$ cat src/sv/gfr_div.sv
// ----------------------------------------------------------------------------
// gfr_div: pipelined restoring divider
// One quotient bit per register stage; the partial remainder, divisor and
// side-band data advance together under a common enable.
// ----------------------------------------------------------------------------
module gfr_div #(
  parameter int DW = 31,
  parameter int QW = 32,
  parameter int SW = 8
) (
  input  logic          clk,
  input  logic          rst_n,
  input  logic          en,
  input  logic          in_valid,
  input  logic [DW-1:0] in_rem,
  input  logic [QW-1:0] in_low,
  input  logic [DW-1:0] in_div,
  input  logic [SW-1:0] in_side,
  output logic          out_valid,
  output logic [QW-1:0] out_quot,
  output logic [SW-1:0] out_side
);

  logic          v_r    [QW];
  logic [DW-1:0] rem_r  [QW];
  logic [QW-1:0] low_r  [QW];
  logic [QW-1:0] q_r    [QW];
  logic [DW-1:0] div_r  [QW];
  logic [SW-1:0] side_r [QW];

  for (genvar j = 0; j < QW; j++) begin : g_stage
    logic          v_src;
    logic [DW-1:0] rem_src;
    logic [QW-1:0] low_src;
    logic [QW-1:0] q_src;
    logic [DW-1:0] div_src;
    logic [SW-1:0] side_src;
    logic [DW:0]   rem_ext;
    logic          ge;
    logic [DW:0]   rem_nxt;

    if (j == 0) begin : g_first
      assign v_src    = in_valid;
      assign rem_src  = in_rem;
      assign low_src  = in_low;
      assign q_src    = '0;
      assign div_src  = in_div;
      assign side_src = in_side;
    end else begin : g_next
      assign v_src    = v_r[j-1];
      assign rem_src  = rem_r[j-1];
      assign low_src  = low_r[j-1];
      assign q_src    = q_r[j-1];
      assign div_src  = div_r[j-1];
      assign side_src = side_r[j-1];
    end

    // shift in the next numerator bit, subtract when it fits
    always_comb begin
      rem_ext = {rem_src, low_src[QW-1]};
      ge      = (rem_ext >= {1'b0, div_src});
      rem_nxt = ge ? (rem_ext - {1'b0, div_src}) : rem_ext;
    end

    always_ff @(posedge clk) begin
      if (!rst_n) begin
        v_r[j] <= 1'b0;
      end else if (en) begin
        v_r[j] <= v_src;
      end
    end

    always_ff @(posedge clk) begin
      if (en) begin
        rem_r[j]  <= rem_nxt[DW-1:0];
        low_r[j]  <= {low_src[QW-2:0], 1'b0};
        q_r[j]    <= {q_src[QW-2:0], ge};
        div_r[j]  <= div_src;
        side_r[j] <= side_src;
      end
    end
  end

  assign out_valid = v_r[QW-1];
  assign out_quot  = q_r[QW-1];
  assign out_side  = side_r[QW-1];

endmodule

$ cat config.mk
export PLATFORM = sky130hd
export DESIGN_NAME = gfr_div
export DESIGN_NICKNAME = d
export VERILOG_FILES = /design/src/sv/gfr_div.sv
export SDC_FILE = /design/constraint.sdc
export NUM_CORES = 2
export LEC_CHECK = 0
export BUFFER_PORTS_ARGS = -buffer_cell sky130_fd_sc_hd__buf_2
export CAP_MARGIN = 20
export CORE_UTILIZATION = 45
export CTS_CLUSTER_DIAMETER = 40
export CTS_CLUSTER_SIZE = 12
export DETAILED_ROUTE_END_ITERATION = 8
export SKIP_LAST_GASP = 1
export SYNTH_ARGS = -nofsm -noshare
export SYNTH_HDL_FRONTEND = slang
export SYNTH_MEMORY_MAX_BITS = 65536
export SYNTH_SLANG_ARGS = --single-unit
$ cat constraint.sdc
create_clock -name clk -period 6 [get_ports clk]
set_input_delay 0.3 -clock clk [delete_from_list [all_inputs] [get_ports clk]]
set_output_delay 0.3 -clock clk [all_outputs]
set_load 0.01 [all_outputs]
==> metrics.md <==
| Metric | Value |
|---|---|
| Status | finished clean |
| Initial DRC count | 6859 |
| Post-synth cell types | 95 |
| Worst EP required | 6.72 ns |
| RSZ-0062 raised after global routing | false |
| Final Setup Violations | 0 |
| Share of cells above drive strength 1 | 11.55% |
| Hold Path Class | in -> reg |
| Most frequent cells after synthesis | edfxtp_1, inv_1, a21oi_1 |
| # nets final | 14319 |
| Mean post-synth cell area | 12.67 um2 |
| Finished layout cell area | 0.1838 mm2 |
| Reg2Reg Capture Point | rem_r[4][7] |
| Clock Skews | 0.04137 ns |
| Synth area leader | edfxtp_1 |
| R2R depth | 15 |
| Filler instances | 30002 |
| H-tree depth | 5 |
| Post-route ant nets | 0 |
| Peak supply drop | 0.0003155 V |
| Area Growth Syn to Fin | 15.50% |
| Final period utilization | 79.86% |
| YS warnings | 0 |
| Top-area cell type share of the netlist area | 60.99% |
| First-pass GRT wire length | 549700 um |
| Vias in the first global route | 97718 |
| HPWL after DPL | 254500 um |
| DIE WIDTH | 596.8 um |
| Setup crit end kind | flop |
| Maximum number of pins on one net before global-route repair | 167 |
| Total number of vias | 97966 |
| WL/cell | 19.16 um |
| Initial antenna violation count | 4 |
| Routed vias/inst | 5.347 |
| Die ar. | 0.3561 mm2 |
| TritonCTS buffer count | 481 |
| Tot Pwr | 101.5 mW |
| Drt pass-1 iters | 6 |
| Syn_nets | 13693 |
| CTS max path bufs | 4 |
| Crit Path Class | reg -> reg |
| Synth Flop Type | edfxtp_1 |
| Max-cap viol count | 0 |
| Hold_sp | in_div[8] |
| Total GRT Usage | 19.34% |
| Kind of start point of the critical path | flop |
| Post-synth EDFFs | 3233 |
| Setup Fix Bufs, Post-CTS | 0 |
| IO Pins | 147 |
| Hold Path Depth | 2 |
| Count leader, synth | edfxtp_1 |
| Hold EP | div_r[0][8] |
| Ys async rst share | 0% |
| Post-Syn Instances | 12564 |
| Slew headroom | 25.77% |
| Storage cell area | 0.09710 mm2 |
| Layout Utilization | 52.17% |
| Synth Register Bits | 3234 |
| CTS tree | done |
| Starting Density | 45.17% |
| Routability cong. | 0.9208 |
| Critical path data arrival time | 5.52 ns |
| PortBufs | 146 |
| Fin crit period | 4.792 ns |
| Worst skew pair latency | 0.98 ns |
| Final Hold Vio Count | 0 |
| # DRC | 0 |
| Core area | 0.3524 mm2 |
| Fin. max-slew vios | 0 |
| Register area share after synthesis | 61.00% |
| Die height | 596.8 um |
| Slew @ Worst Pin | 1.085 ns |
| Fmax | 0.2087 GHz |
| Ranking of synthesized cells by area | edfxtp_1, ha_1, a21oi_1 |
| TNS Setup | 0 ns |
| Reg-to-reg slack, setup | 1.21 ns |
| Cell Pwr Density | 552.2 mW/mm2 |
| Global route overflow | 0 |
| Clock-pin transition on the worst setup and hold timing paths | 0.06 ns |
| WL final | 351000 um |
| LEAKAGE | 73.27 nW |
| Placed Area | 0.1660 mm2 |
| Rows | 218 |
| Worst reg2reg path startpoint | low_r[3][30] |
| Multi-input gate area | 0.05654 mm2 |
| Clock Tree Root | clkbuf_16 |
| Cell Area, Synth | 0.1592 mm2 |
| CP Max Fanout | 32 |
| Num Clock Sinks | 3234 |
[where the power goes]
group	internal, mW	switching (mW)
registers	32.0	3.21
clock network	17.1	10.6
logic	16.9	21.6
total	66.1	35.4
[stage by stage]
| step | setup WS (ns) | hold WS [ns] | instances |
|---|---|---|---|
| final | 1.208 | 0.07888 | 18320 |
| after global routing | 0.9022 | 0.03596 | 18320 |
| after CTS | 1.271 | 0.0009863 | 18317 |
| after detailed placement | 1.291 | 0.4045 | 17280 |
| after global placement | 1.342 | 0.4003 | 17278 |
| after floorplan | 2.442 | 0.3989 | 12564 |
[cell families after synthesis]
group	after synthesis	share of synthesized area (%)
AOI/OAI and AO/OA	3040	12.00
xor gates and xnor gates	813	4.473
adders and majority gates	1023	8.187
buffers and inverters	1514	3.619
DFF	3234	61.00
muxes	464	3.258
and+or+nand+nor	2476	7.461
[worst max path at each step]
stage | depth (start not counted) | slack, ns | from | end
2_1_floorplan | 13 | 2.44 | div_r[20][0] | rem_r[21][10]
3_3_place_gp | 14 | 1.34 | div_r[3][0] | rem_r[4][5]
3_5_place_dp | 15 | 1.29 | low_r[21][30] | rem_r[22][8]
4_1_cts | 15 | 1.27 | low_r[21][30] | rem_r[22][8]
5_1_grt | 16 | 0.90 | low_r[16][30] | rem_r[17][28]
6_report | 15 | 1.21 | low_r[3][30] | rem_r[4][7]
[final cells by class]
class                   count  area share [%]
diodes                      1        0.001361
clock buffers             528           6.689
clock inverters           354           2.143
inverters                1265           2.583
multi-input cells        7816           30.75
flip-flops and latches   3234           52.82
well taps                4730           3.219
repair buffers            392           1.793
[per-layer routing]
layer	GRT usage, %	vias up	wire, um	part of all wire (%)
met5	0	-	0	0
met4	6.058	0	10460	3.0
met3	2.365	657	13260	3.8
met2	34.15	2026	175900	50
met1	24.68	47444	151400	43
li1	-	47839	-	-
[critical path, cell delays in order (launching register included)]
cell and delay, ns:
edfxtp_1 0.34, inv_1 0.06, ha_1 0.22, fa_1 0.40
nor2b_1 0.12, o21ai_0 0.11, a21boi_0 0.35, o31ai_1 0.16
a21oi_1 0.24, a41oi_1 0.24, a2111oi_0 0.98, o21ai_0 0.23
a21boi_0 0.19, or3_1 0.12, buf_4 0.36, mux2_2 0.39
[layout by cell type, fill, tap and decap left out, types with 155 or more instances in the layout]
cell,count
a21oi_1,993
o21ai_0,670
ha_1,992
edfxtp_1,3233
mux2_2,429
dlygate4sd3_1,155
nand3_1,171
nor2_1,664
a21o_1,501
nor2b_1,173
inv_1,1261
nand2b_1,160
xor2_1,304
xnor2_1,509
nand2_1,710
clkbuf_16,485
[registers in the layout, summed over array words and instances (netlist names)]
register and cells:
side_r 256, low_r 496, q_r 528, v_r 32, rem_r 961, div_r 961
[repair_timing]
action                     4_1_cts  5_1_grt
resized for setup                0        0
setup endpoints to repair        0        0
hold buffers                   155        0
hold endpoints to repair       155        0
No activity file was read; power rests on OpenSTA's default activity.
