[src/sv/gfr_pkg.sv]
// ----------------------------------------------------------------------------
// gfr_pkg: shared types and constants of the gaussian fit residual block
// Register indexes, fixed-point constants of the exponential unit and the
// side-band records that travel with a transaction through the pipeline.
// ----------------------------------------------------------------------------
package gfr_pkg;

  typedef enum logic [7:0] {
    REG_OFFSET_LEVEL = 8'd0,
    REG_PEAK_HEIGHT  = 8'd1,
    REG_PEAK_CENTER  = 8'd2,
    REG_PEAK_WIDTH   = 8'd3
  } cfg_reg_t;

  localparam logic [31:0] OFFSET_RST = 32'h0000_0000;
  localparam logic [31:0] HEIGHT_RST = 32'h0001_0000;
  localparam logic [31:0] CENTER_RST = 32'h0000_0000;
  localparam logic [30:0] WIDTH_RST  = 31'h0001_0000;

  // ln 2 in Q2.30, and the reduced argument bound past which 2^-k underflows
  localparam int unsigned ZW         = 41;
  localparam int unsigned K_BITS     = 5;
  localparam int unsigned POLY_TERMS = 12;
  localparam logic [ZW-1:0] LN2_Q30  = 41'd744261118;
  localparam logic [ZW-1:0] Z_LIMIT  = 41'd744261118 * 41'd31;
  localparam logic [30:0]   ONE30    = 31'h4000_0000;

  typedef struct packed {
    logic [31:0] y;
    logic [30:0] err;
    logic        last;
  } pt_side_t;

  typedef struct packed {
    pt_side_t pt;
    logic     uzero;
    logic     ezero;
  } d1_side_t;

  typedef struct packed {
    logic [31:0] fc;
    logic        satm;
    logic        neg;
    logic        udz;
    logic        ovf;
    logic        last;
  } d2_side_t;

  typedef struct packed {
    logic [31:0] model_value;
    logic [31:0] residual;
    logic        saturated;
    logic        last;
  } res_t;

endpackage

[src/sv/gfr_skid.sv]
// ----------------------------------------------------------------------------
// gfr_skid: two-entry output buffer
// Parts the pipeline from the result channel; the pipeline holds only when
// both entries are occupied.
// ----------------------------------------------------------------------------
module gfr_skid
  import gfr_pkg::*;
(
  input  logic clk,
  input  logic rst_n,
  input  logic in_valid,
  input  res_t in_data,
  output logic ready,
  output logic out_valid,
  output res_t out_data,
  input  logic out_stall
);

  res_t       buf_r [2];
  logic [1:0] cnt_r;
  logic       wr_ptr_r;
  logic       rd_ptr_r;
  logic       push;
  logic       pop;

  assign ready     = (cnt_r != 2'd2);
  assign out_valid = (cnt_r != 2'd0);
  assign out_data  = buf_r[rd_ptr_r];
  assign push      = in_valid & ready;
  assign pop       = out_valid & ~out_stall;

  always_ff @(posedge clk) begin
    if (!rst_n) begin
      cnt_r    <= 2'd0;
      wr_ptr_r <= 1'b0;
      rd_ptr_r <= 1'b0;
    end else begin
      if (push) wr_ptr_r <= ~wr_ptr_r;
      if (pop)  rd_ptr_r <= ~rd_ptr_r;
      unique case ({push, pop})
        2'b10:   cnt_r <= cnt_r + 2'd1;
        2'b01:   cnt_r <= cnt_r - 2'd1;
        default: cnt_r <= cnt_r;
      endcase
    end
  end

  always_ff @(posedge clk) begin
    if (push) buf_r[wr_ptr_r] <= in_data;
  end

  a_cnt_up: assert property (@(posedge clk) disable iff (!rst_n)
    (push && !pop) |=> (cnt_r == $past(cnt_r) + 2'd1))
    else $error("skid count did not advance on push");

  a_cnt_dn: assert property (@(posedge clk) disable iff (!rst_n)
    (pop && !push) |=> (cnt_r == $past(cnt_r) - 2'd1))
    else $error("skid count did not drop on pop");

  a_ptr_gap: assert property (@(posedge clk) disable iff (!rst_n)
    (cnt_r == 2'd0 || cnt_r == 2'd2) |-> (wr_ptr_r == rd_ptr_r))
    else $error("skid pointers disagree with count");

endmodule

[config.mk]
export PLATFORM = sky130hd
export DESIGN_NAME = gfr_skid
export DESIGN_NICKNAME = d
export VERILOG_FILES = /design/src/sv/gfr_pkg.sv /design/src/sv/gfr_skid.sv
export SDC_FILE = /design/constraint.sdc
export NUM_CORES = 1
export LEC_CHECK = 0
export ABC_AREA = 1
export BUFFER_PORTS_ARGS = -buffer_cell sky130_fd_sc_hd__buf_2
export CORE_ASPECT_RATIO = 0.6
export CORE_UTILIZATION = 40
export DETAILED_ROUTE_END_ITERATION = 6
export GPL_TIMING_DRIVEN = 0
export PLACE_DENSITY_LB_ADDON = 0.3
export SYNTH_ARGS = -nofsm -noshare
export SYNTH_HDL_FRONTEND = slang
export SYNTH_SLANG_ARGS = --single-unit
export TNS_END_PERCENT = 5
[constraint.sdc]
create_clock -name clk -period 3.77 [get_ports clk]
set_clock_uncertainty 0.15 [all_clocks]
set_input_delay 0.377 -clock clk [delete_from_list [all_inputs] [get_ports clk]]
set_output_delay 0.377 -clock clk [all_outputs]
set_load 0.01 [all_outputs]
==> results_dict.tcl, run 1 <==
set metrics [dict create \
    status "complete, no violations" \
    ff2ff_setup_slack_ps 1860 \
    place_inst 547 \
    yosys.area.top_type "edfxtp_1" \
    viasPerCell 4.520 \
    post_drt_wl_per_cell_microns 15.12 \
    drive_gt1_share_pct 53.95 \
    final_cell_mix "139 x buf_2, 132 x edfxtp_1, 42 x dlygate4sd3_1, 40 x mux2_4, 26 x mux2_2" \
    dp.final_hpwl_microns 6218 \
    path_max_fanout 10 \
    port_buffers 137 \
    row_count 31 \
    rsz0062_at_grt "false" \
    grt_first_pass_wirelength_microns 14770 \
    relSlewSlack_pct 71.35 \
    cts_made_buffers 17 \
    track_usage_pct 14.95 \
    final_common_cell "buf_2" \
    worstHoldStart "in_data[51]" \
    maxSlewViolCount 0 \
    p_per_area_nw_per_um2 606.5 \
    netlist.area_leader.share_pct 76.84 \
    synth_seq_area_share_pct 78.78 \
    syn_avg_cell_area_sq_um 21.41 \
    critPathKind "reg -> out" \
    hp-class "in -> reg" \
    initial_utilization_pct 41.96 \
    r2r_start "cnt_r[0]$_SDFFE_PN0P_" \
    critPathCapture "out_data[51]" \
    route.detailed.drc 0 \
    overflow 0 \
    design.core.area_sq_um 12300 \
    ff2ff_path_depth 5 \
    final_core_util_pct 57.91 \
    fp.dieArea_sq_um 13370 \
    place_area_sq_um 6146 \
    vias 2807 \
    power.total_mw 4.319 \
    drt-total-wl_microns 9387 \
    syn_area_sq_um 5159 \
    cts.clk_slew.worst_paths_ps 60 \
    die_x_microns 148.6 \
    finalCriticalPeriod_ps 2176 \
    cts_max_level 4 \
    leakage_nw 2.784 \
    cts_buffer_depth 2 \
    drtPass1Iterations 4 \
    ir_drop_uv 373.3 \
    ys_ff_latch 137 \
    die_h_microns 89.97 \
    period_share_pct 57.71 \
    syn_inst 241 \
    cts_resized 0 \
    diodes 0 \
    synth_cell_types 14 \
    fin_nets 514 \
    clockRootBuffer "clkbuf_16" \
    setup_viol 0 \
    holdWs_ps 17.39 \
    cp.required_ps 3240 \
    finalHoldViolCount 0 \
    num_io_pins 138 \
    worstMarginPinSlew_ps 428.7 \
    area_growth_pct 38.03 \
    cp-end-kind "output pin" \
    drtIter0Drc 107 \
    ys_warn_count 0 \
    cts_tree "done" \
    fin_area_sq_um 7121 \
    antenna_found_initial 0 \
    timing.rr.end "buf_r[1][18]$_DFFE_PP_" \
    synth.area.top_cells "edfxtp_1 77%, mux2_4 12%, mux2_2 5.7%, dfxtp_1 1.9%, buf_6 1.1%" \
    ant_nets 0 \
    instances_no_fill 621 \
    synth_nets 312 \
    start_kind "flip-flop" \
    max_freq_mhz 459.6 \
    gp_congestion 0.6827 \
    cts.sinks 137 \
    grt_max_degree 32 \
    clk_latency_ps 400 \
    maxCapViolations 0 \
    grt_pass1_vias 2982 \
    arrival_ps 1650 \
]
==> cells in the mapped netlist <==
master	number
edfxtp_1	132
mux2_4	40
mux2_2	26
nand2_1	10
nor2_1	10
buf_6	5
dfxtp_1	5
inv_1	5
a21oi_1	2
buf_2	2
ha_1	1
nand3b_1	1
nand4_1	1
o21ai_0	1
==> power by group <==
part | internal (mW) | switching [mW] | leakage (nW)
Sequential | 1.86 | 0.0431 | 1.28
Combinational | 0.447 | 0.431 | 1.25
Clock | 0.913 | 0.621 | 0.257
==> layer usage <==
metal	GRT usage [%]	share of wire (%)
met2	23.29	46
met5	0	0
met3	6.244	8.0
met4	5.842	0.91
met1	18.42	45
==> flip-flops by register name (all words and copies together) (netlist names), named ones only <==
register	count
buf_r	132
cnt_r	2
wr_ptr_r	1
rd_ptr_r	1
==> what timing repair did <==
item | CTS | global route
buffers inserted | 0 | 0
hold buffers | 39 | 3
endpoints found under the hold margin | 74 | 6
==> worst max-delay path, stage by stage (launching register included) <==
cell and delay [ps]:
dfxtp_1 370, buf_6 200, buf_6 210, mux2_4 320, buf_2 150
==> kinds of logic (layout without fill, tap and decap cells) <==
family | Yosys count | in the layout | synth area share (%)
compound gates | 3 | 3 | 0.2910
mux | 66 | 66 | 17.32
buf+inv | 12 | 227 | 1.649
fa+ha+maj | 1 | 1 | 0.2425
flops | 137 | 137 | 78.78
simple gates | 22 | 22 | 1.722
==> cell type report <==
class                           instances  area [sq um]
Multi-Input combinational cell         92          1025
Buffer                                  7         66.31
Timing Repair Buffer                  183          1186
Fill cell                             950          5175
Inverter                                5         18.77
Clock buffer                           19         432.9
Sequential cell                       137          4064
Clock inverter                         13         121.4
Tap cell                              165         206.4
==> how the worst min path moves through the flow <==
| stage | end | slack [ps] | cells after the start |
|---|---|---|---|
| finish | buf_r[0][51]$_DFFE_PP_ | 20 | 1 |
| global placement | rd_ptr_r$_SDFFE_PN0P_ | 340 | 2 |
| global route | buf_r[1][38]$_DFFE_PP_ | 0.3 | 1 |
| detailed placement | rd_ptr_r$_SDFFE_PN0P_ | 350 | 2 |
| floorplan | flip-flop | 320 | 2 |
| CTS | buf_r[0][55]$_DFFE_PP_ | 0.4 | 1 |
==> through the flow <==
step / setup WS [ps] / TNS (ps)
floorplan: -301.6 / -19900
global placement: -1955 / -142570
detailed placement: 1854 / 0
CTS: 1538 / 0
global route: 1484 / 0
finish: 1594 / 0
Note: power is estimated with default switching activity, not from simulation.
==> inputs of run 2 (changes only) <==
ABC_AREA = 0   (was 1)
clock period = 2 ns   (was 3.77 ns; I/O delays follow)
==> run 2 against run 1 <==
Against the previous run:
- power increased by 110%
- largest cell class unchanged
- register-to-register slack got worse by 1600 ps
- highest routed layer unchanged
- worst hold slack improved by 340 ps
- worst setup slack got worse by 1500 ps
- cell count increased by 3.7%
- design area increased by 2.5%
- sequential share of layout area decreased by 1.4 points
- sequential cell count unchanged
- area after synthesis decreased by 3.3%
- clock-buffer cell count decreased by 2
==> results_dict.tcl, run 2 <==
set metrics [dict create \
    status "complete, no violations" \
    fill_cells 928 \
    ys_ff_latch 137 \
    drtIter0Drc 113 \
    arrival_ps 1580 \
    drtPass1Iterations 4 \
    clk_latency_ps 400 \
    gp_congestion 0.7034 \
    max_stage_delay_ps 350 \
    design.core.area_sq_um 12100 \
    seqPwrFrac_pct 41.9 \
    final_core_util_pct 60.32 \
    largest_reg_flops 132 \
    synth.area.top_cells "edfxtp_1 79%, mux2_2 15%, dfxtp_1 2.0%, buf_4 0.60%, a21boi_0 0.45%" \
    path_max_fanout 10 \
    place_inst 535 \
    cts.clk_slew.worst_paths_ps 60 \
    synthTopCellsByCount "132 x edfxtp_1, 66 x mux2_2, 5 x dfxtp_1, 4 x buf_4" \
    area_growth_pct 46.29 \
    critPathKind "reg -> out" \
    row_count 31 \
    r2r_start "cnt_r[0]$_SDFFE_PN0P_" \
    clockRootBuffer "clkbuf_16" \
    cts_buffer_depth 2 \
    ff2ff_path_depth 3 \
    period_share_pct 96.37 \
    leakage_nw 2.769 \
    finalCriticalPeriod_ps 1927 \
    start_kind "flip-flop" \
    ff_latch_area_sq_um 4066 \
    cp.required_ps 1650 \
    viasPerCell 4.500 \
    cts_max_level 4 \
    whs_path_depth 2 \
    synth_seq_area_share_pct 81.44 \
    syn_area_sq_um 4990 \
    cts.sinks 137 \
    worstMarginPinSlew_ps 459.4 \
    grt_first_pass_wirelength_microns 14630 \
    yosys.area.top_type "edfxtp_1" \
    final_common_cell "buf_2" \
    maxCapViolations 0 \
    power_frac_comb_pct 24.2 \
    pwr-share-clk_pct 33.9 \
    antenna_found_initial 0 \
    final_cell_mix "139 x buf_2, 132 x edfxtp_1, 69 x dlygate4sd3_1, 66 x mux2_2, 17 x clkbuf_16" \
    place_area_sq_um 5947 \
    p_per_area_nw_per_um2 1217 \
    p_switching_mw 2.341 \
    synth_ff_type "edfxtp_1" \
    synth_edf_count 132 \
    setup_viol 0 \
    netlist.area_leader.share_pct 79.44 \
    instances_no_fill 644 \
    ff2ff_setup_slack_ps 220 \
    grt_max_degree 54 \
    diodes 0 \
    initial_utilization_pct 41.23 \
    dp_slack_ps -298.7 \
    p_sw_share_pct 26.36 \
    finalHoldViolCount 0 \
    cp-end-kind "output pin" \
    hp-class "in -> reg" \
    maxSlewViolCount 0 \
    ys_warn_count 0 \
    synth_cell_types 19 \
    p_int_mw 6.542 \
    route.detailed.drc 0 \
    grt_pass1_vias 2941 \
    cts_made_buffers 17 \
    relSlewSlack_pct 69.31 \
    syn_avg_cell_area_sq_um 21.60 \
    synthArstFlopShare_pct 0 \
    die_h_microns 88.52 \
    dp.final_hpwl_microns 5739 \
    regMostFlops "buf_r" \
    synth_nets 302 \
    holdWs_ps 352.4 \
    fin_area_sq_um 7300 \
    ant_nets 0 \
    overflow 0 \
    drt-total-wl_microns 9704 \
    track_usage_pct 15.45 \
    worstHoldStart "in_data[50]" \
    timing.rr.end "buf_r[0][3]$_DFFE_PP_" \
    die_x_microns 146.2 \
    min_to "buf_r[1][50]$_DFFE_PP_" \
    vias 2898 \
    synth_most_common_cell "edfxtp_1" \
    fp.dieArea_sq_um 12940 \
    rsz0062_at_grt "true" \
    syn_inst 231 \
    port_buffers 137 \
    post_drt_wl_per_cell_microns 15.07 \
    num_io_pins 138 \
    crit_chain "buf_8, buf_6, mux2_2, buf_2" \
    cts_tree "done" \
    top_regs "buf_r: 132 flops, cnt_r: 2 flops" \
    fin_nets 537 \
    max_freq_mhz 518.8 \
    setup_slack_ps 72.56 \
    drive_gt1_share_pct 53.03 \
    cpMaxStageDelayCell "dfxtp_2" \
    multiInputGateArea_sq_um 885.9 \
    ir_drop_uv 617.0 \
]
run 2: cell count changes in the layout (fill, tap and decap cells not counted), sizes merged, moves of 2 or more:
| cell | before | now |
|---|---|---|
| inv | 9 | 4 |
| a21oi | 2 | 0 |
| nor2 | 10 | 2 |
| clkinv | 3 | 7 |
| buf | 148 | 153 |
| a21boi | 0 | 4 |
| nand2 | 10 | 1 |
| clkbuf | 19 | 17 |
| or3 | 0 | 2 |
| xnor2 | 0 | 2 |
| dlygate4sd3 | 42 | 69 |
run 2: kinds of logic (layout without fill, tap and decap cells):
| group | count (synthesis) | count (layout) | synth area share (%) |
|---|---|---|---|
| adder cells (fa/ha/maj) | 1 | 1 | 0.2507 |
| AO/OA/AOI/OAI | 7 | 7 | 1.003 |
| AND/OR/NAND/NOR | 9 | 9 | 1.003 |
| buffers and inverters | 9 | 257 | 1.053 |
| flip-flops | 137 | 137 | 81.44 |
| XOR/XNOR | 2 | 2 | 0.3511 |
| multiplexers | 66 | 66 | 14.89 |
run 2: final cells by class:
type / count / share of cell area (%)
buffer: 7 / 0.9599
clock buffer: 17 / 5.828
clock inverter: 15 / 2.057
inverter: 2 / 0.1543
multi-input combinational: 85 / 12.14
sequential: 137 / 55.71
tap: 165 / 2.828
timing repair buffer: 215 / 20.23
timing repair inverter: 1 / 0.1028
run 2: worst max-delay path, delay by kind of cell (launching register included):
kind	cells	cell delay, ps
multiplexers	1	350
flip-flops	1	350
buffers and inverters	3	470
run 2: worst max-delay path by stage:
stage | startpoint | to | cells past startpoint
2_1_floorplan | cnt_r[0]$_SDFFE_PN0P_ | buf_r[0][0]$_DFFE_PP_ | 3
3_3_place_gp | cnt_r[0]$_SDFFE_PN0P_ | buf_r[0][19]$_DFFE_PP_ | 3
3_5_place_dp | cnt_r[0]$_SDFFE_PN0P_ | buf_r[0][19]$_DFFE_PP_ | 4
4_1_cts | flip-flop | out_data[24] | 4
5_1_grt | flip-flop | out_data[53] | 4
6_report | flip-flop | out_data[53] | 4
run 2: what timing repair did:
| item | CTS | global route |
|---|---|---|
| hold endpoints to repair | 137 | 0 |
| hold buffers | 69 | 0 |
| gates resized for setup | 4 | 5 |
| buffers inserted | 2 | 5 |
| endpoints found under the setup margin | 106 | 42 |
| cloned | 1 | 0 |
run 2: metal layers:
metal / vias up / part of all wire, % / GRT usage (%)
met5: - / 0 / 0
met1: 1398 / 44 / 18.64
li1: 1385 / - / -
met3: 12 / 7.5 / 6.340
met4: 0 / 1.3 / 6.534
met2: 103 / 47 / 24.98
run 2: through the flow:
| step | TNS (ps) | total power, mW |
|---|---|---|
| after floorplan | -8804 | 4.968 |
| after global placement | -72950 | 5.666 |
| after detailed placement | -11920 | 5.737 |
| after CTS | -1260 | 8.912 |
| after global routing | -50.49 | 9.282 |
| final | 0 | 8.883 |
run 2: power by group through the flow:
stage	clock, mW	combinational, mW	sequential [mW]
2_1_floorplan	0	1.21	3.76
3_3_place_gp	0	1.88	3.78
3_5_place_dp	0	1.95	3.79
4_1_cts	3.08	2.11	3.73
5_1_grt	3.19	2.33	3.76
6_report	3.01	2.15	3.73
